### config.mk
export PLATFORM = sky130hd
export DESIGN_NAME = mlp_ram
export DESIGN_NICKNAME = d
export VERILOG_FILES = /design/src/mlp_ram.sv
export SDC_FILE = /design/constraint.sdc
export NUM_CORES = 1
export LEC_CHECK = 0
export BUFFER_PORTS_ARGS = -buffer_cell sky130_fd_sc_hd__buf_2
export CAP_MARGIN = 20
export CORE_UTILIZATION = 45
export DETAILED_ROUTE_END_ITERATION = 10
export SKIP_LAST_GASP = 1
export SYNTH_ARGS = -nofsm -noshare
export SYNTH_HDL_FRONTEND = slang
export SYNTH_SLANG_ARGS = --single-unit
### constraint.sdc
create_clock -name i_clk -period 5.4 [get_ports i_clk]
set_clock_uncertainty 0.05 [all_clocks]
set_input_delay 0.27 -clock i_clk [delete_from_list [all_inputs] [get_ports i_clk]]
set_output_delay 0.27 -clock i_clk [all_outputs]
set_load 0.02 [all_outputs]
### src/mlp_ram.sv
// generic single-port-write, single-read ram with registered read
// no dependencies
module mlp_ram #(
    parameter int Width = 32,
    parameter int Depth = 16
) (
    input  logic                     i_clk,
    input  logic                     i_we,
    input  logic [$clog2(Depth)-1:0] i_waddr,
    input  logic [Width-1:0]         i_wdata,
    input  logic [$clog2(Depth)-1:0] i_raddr,
    output logic [Width-1:0]         o_rdata
);
    logic [Width-1:0] r_mem [Depth];
    logic [Width-1:0] r_rdata;

    always_ff @(posedge i_clk) begin
        if (i_we) begin
            r_mem[i_waddr] <= i_wdata;
        end
        r_rdata <= r_mem[i_raddr];
    end

    assign o_rdata = r_rdata;
endmodule

==> Yosys cells after proc, flatten, opt, wreduce, memory -nomap -nowiden <==
Memory sizes are Yosys's and may differ from the RTL's. A register that Yosys moved wholly into a read port is not among the register bits.
Cells that the tools add are included.
{ "totals": {"ff_bits": 0, "ramBits": 512, "inputBits": 42, "out_inout_bits": 32, "wordCells": 3, "mem_count": 1} }
{ "mem_list": {"columns": ["memory", "words", "width", "read_ports", "rd_ports_with_merged_regs", "write_ports", "line", "text"], "rows": [
  ["r_mem", 16, 32, 1, 1, 1, "14", "logic [Width-1:0] r_mem [Depth];"]
]} }
{ "classes": {"mux": 2} }
{ "ops": {"columns": ["op", "n"], "rows": [
  ["1-bit 2-to-1 mux", 2]
]} }

==> Longest topological paths before layout <==
{ "logic_depth": {"word_depth": 2, "depth_mapped": 5, "ltp_nobuf": 3} }

==> Least setup slack after synthesis <==
Ideal clock, no wire load.
{ "synth_timing": {"path_kind": "input to register", "from": "input port i_waddr[2]", "to": "memory r_mem[0][0] (enable)", "setup_time_ps": 461, "t_arrival_ps": 2988, "t_required_ps": 4889, "setup_slack_ps": 1900, "path_stages": 2, "n_path_buf": 0, "cell_sequence": "or3b_2 > nor3_1"} }
{ "synth_lines": {"columns": ["item", "line", "text"], "rows": [
  ["from (decl)", "9", "input logic [$clog2(Depth)-1:0] i_waddr,"],
  ["to (decl)", "14", null]
]} }
Straight into the memory's write port.

==> qor.csv <==
metric,value,unit
run status,"finished, final reports clean",
fin nets,1019,
max frequency,497,MHz
cell count after synthesis,838,
global-route usage over all layers,19.2,%
multi-input combinational cell area,3750,um^2
peak supply drop,0.246,mV
num ports,74,
1st-pass router iterations,5,
GRT overflow,0,
hold crit path type,in2reg,
Vert. Die Dim,212,um
CP Class,in2reg,
Pwr Density,383,nW/um^2
RePlAce Congestion,0.695,
Worst Path Max Fanout,92,
Slew @ Worst Pin,1040,ps
Util after Layout,53.4,%
Initial Util,45.9,%
CTS max path bufs,3,
CTS tree,built,
Fill cells,3339,
Max Cap Violations,0,
final hold vios,0,
CTS sink cnt,544,
setup violators final,0,
setup TNS,0,ps
wire per inst,26.1,um
vias in the first global route,9327,
post-placement cell count,1476,
initial antenna violation count,1,
Layout area overhead,16.3,%
DRC,0,
first-pass GRT wire length,61.3,mm
share of layout cells above drive strength 1,31.6,%
row cnt,76,
Post-Syn Area,19900,um^2
die area,45000,um^2
kind of end point of the critical path,flop,
"Reg clk slew, reported paths",60,ps
Detail Route Antenna Nets,0,
core area,43300,um^2
startpoint types,input pin,
hpwl dp,20.1,mm
sequential share of the synthesized area,80.7,%
min Tclk post-route,2010,ps
max-slew violations,0,
total CTS buffers,55,
required time of the critical path,5820,ps
Worst EP arrival,2430,ps
CP cell instances,buf_6 > buf_4 > mux4_2 > a22oi_1 > nand2_1,
drt total wl,41.9,mm
Worst slew margin,30.5,%
DR iter-0 viols,937,
RSZ-0062 raised after global routing,no,
number of inserted diodes,0,
"Setup Fix Bufs, Post-CTS",0,
Final Cycle Share,37.2,%
post-synth cell types,18,
max incr delay on CP,680,ps
die width,212,um
Critical-path top delay cell,buf_6,
Max H-tree Level,2,
Syn Area/Cell,23.7,um^2
root buffer cell,clkbuf_16,
via count,8975,
Non-Filler Instances,1608,
Avg Vias per Cell,5.58,
most frequent cells in the layout,"512 x edfxtp_1, 128 x mux4_2, 71 x buf_2",
yosys warns,0,
synthesized net count,880,
Leak,7.43,nW
"most common cell after layout, fill and taps aside",edfxtp_1,
largest net degree at the start of global routing,93,
post-CTS sizing,0,
worst skew pair latency,590,ps
Seq cells post-synth,544,
Seq. cell area,16000,um^2
I/O Buffers,73,
[worst paths after layout]
path / from / to / slack [ps] / depth (start not counted)
worst max register to register: r_mem[11][12] / o_rdata[12] / 4040 / 3
worst max-delay path: i_raddr[1] / o_rdata[10] / 3390 / 5
worst min register to register: r_mem[15][7] / o_rdata[7] / 610 / 3
worst min-delay path: i_wdata[11] / r_mem[12][11] / 30 / 1
[cells in the mapped netlist]
library cell	instances	area [um^2]
buf_2	4	20.0
or3b_2	1	8.76
a22oi_1	64	480
nor2b_1	2	12.5
edfxtp_1	512	15400
nand3_1	1	5.00
buf_6	2	22.5
nor3_1	4	20.0
nand2b_1	2	12.5
clkbuf_1	17	63.8
nand3b_1	2	15.0
buf_1	9	33.8
and2_1	1	6.26
nand2_1	33	124
buf_4	11	82.6
dfxtp_1	32	641
mux4_2	128	2880
nor2_1	13	48.8
[layer usage]
layer  vias up  global-route usage [%]  part of all wire, %  wire [um]
met2       233                    31.7                   50      21000
met3        63                    3.19                  5.0       2080
met4         2                    6.07                  2.1        892
met5         -                       0                0.031         13
li1       3848                       -                    -          -
met1      4829                    26.3                   43      17900
[per-stage QoR]
step / instance area [um^2] / worst slack (ps) / hold WS, ps / power (mW)
after CTS: 23100 / 3400 / 1.67 / 8.94
after detailed placement: 21100 / 2780 / 601 / 5.28
after global routing: 23100 / 3280 / 27.0 / 9.12
final: 23100 / 3390 / 29.0 / 8.85
after global placement: 21100 / 2750 / 599 / 5.27
after floorplan: 19900 / 1900 / 319 / 5.09
[kinds of logic (layout without fill, tap and decap cells)]
kind of cell | Yosys count | count (layout) | share of synthesized area, %
DFF | 544 | 544 | 80.7
buffers and inverters | 43 | 228 | 1.12
and+or+nand+nor | 59 | 59 | 1.27
AOI/OAI and AO/OA | 64 | 64 | 2.42
muxes | 128 | 128 | 14.5
[flip-flops by register name (all words and copies together) (netlist names)]
name and count:
o_rdata 32, r_mem 512
[critical path: cells and delay by family]
kind	cells	cell delay (ps)
buffers and inverters	2	1300
muxes	1	390
AOI/OAI and AO/OA	1	230
and+or+nand+nor	1	70
[power breakdown]
group          switching, mW  internal (mW)
logic                  0.266          0.181
clock network           1.53           2.12
registers             0.0302           4.72
total                   1.83           7.03
[area by class of cell]
class                   instances  share of cell area [%]
flip-flops and latches        544                    69.4
multi-input cells             251                    16.2
clock buffers                  70                    6.43
repair buffers                125                    3.71
well taps                     585                    3.17
clock inverters                33                    1.09
[timing repair]
item	CTS	global route
hold buffers	29	0
endpoints found under the setup margin	0	0
hold endpoints to repair	412	0
(Power assumes the default switching activity.)
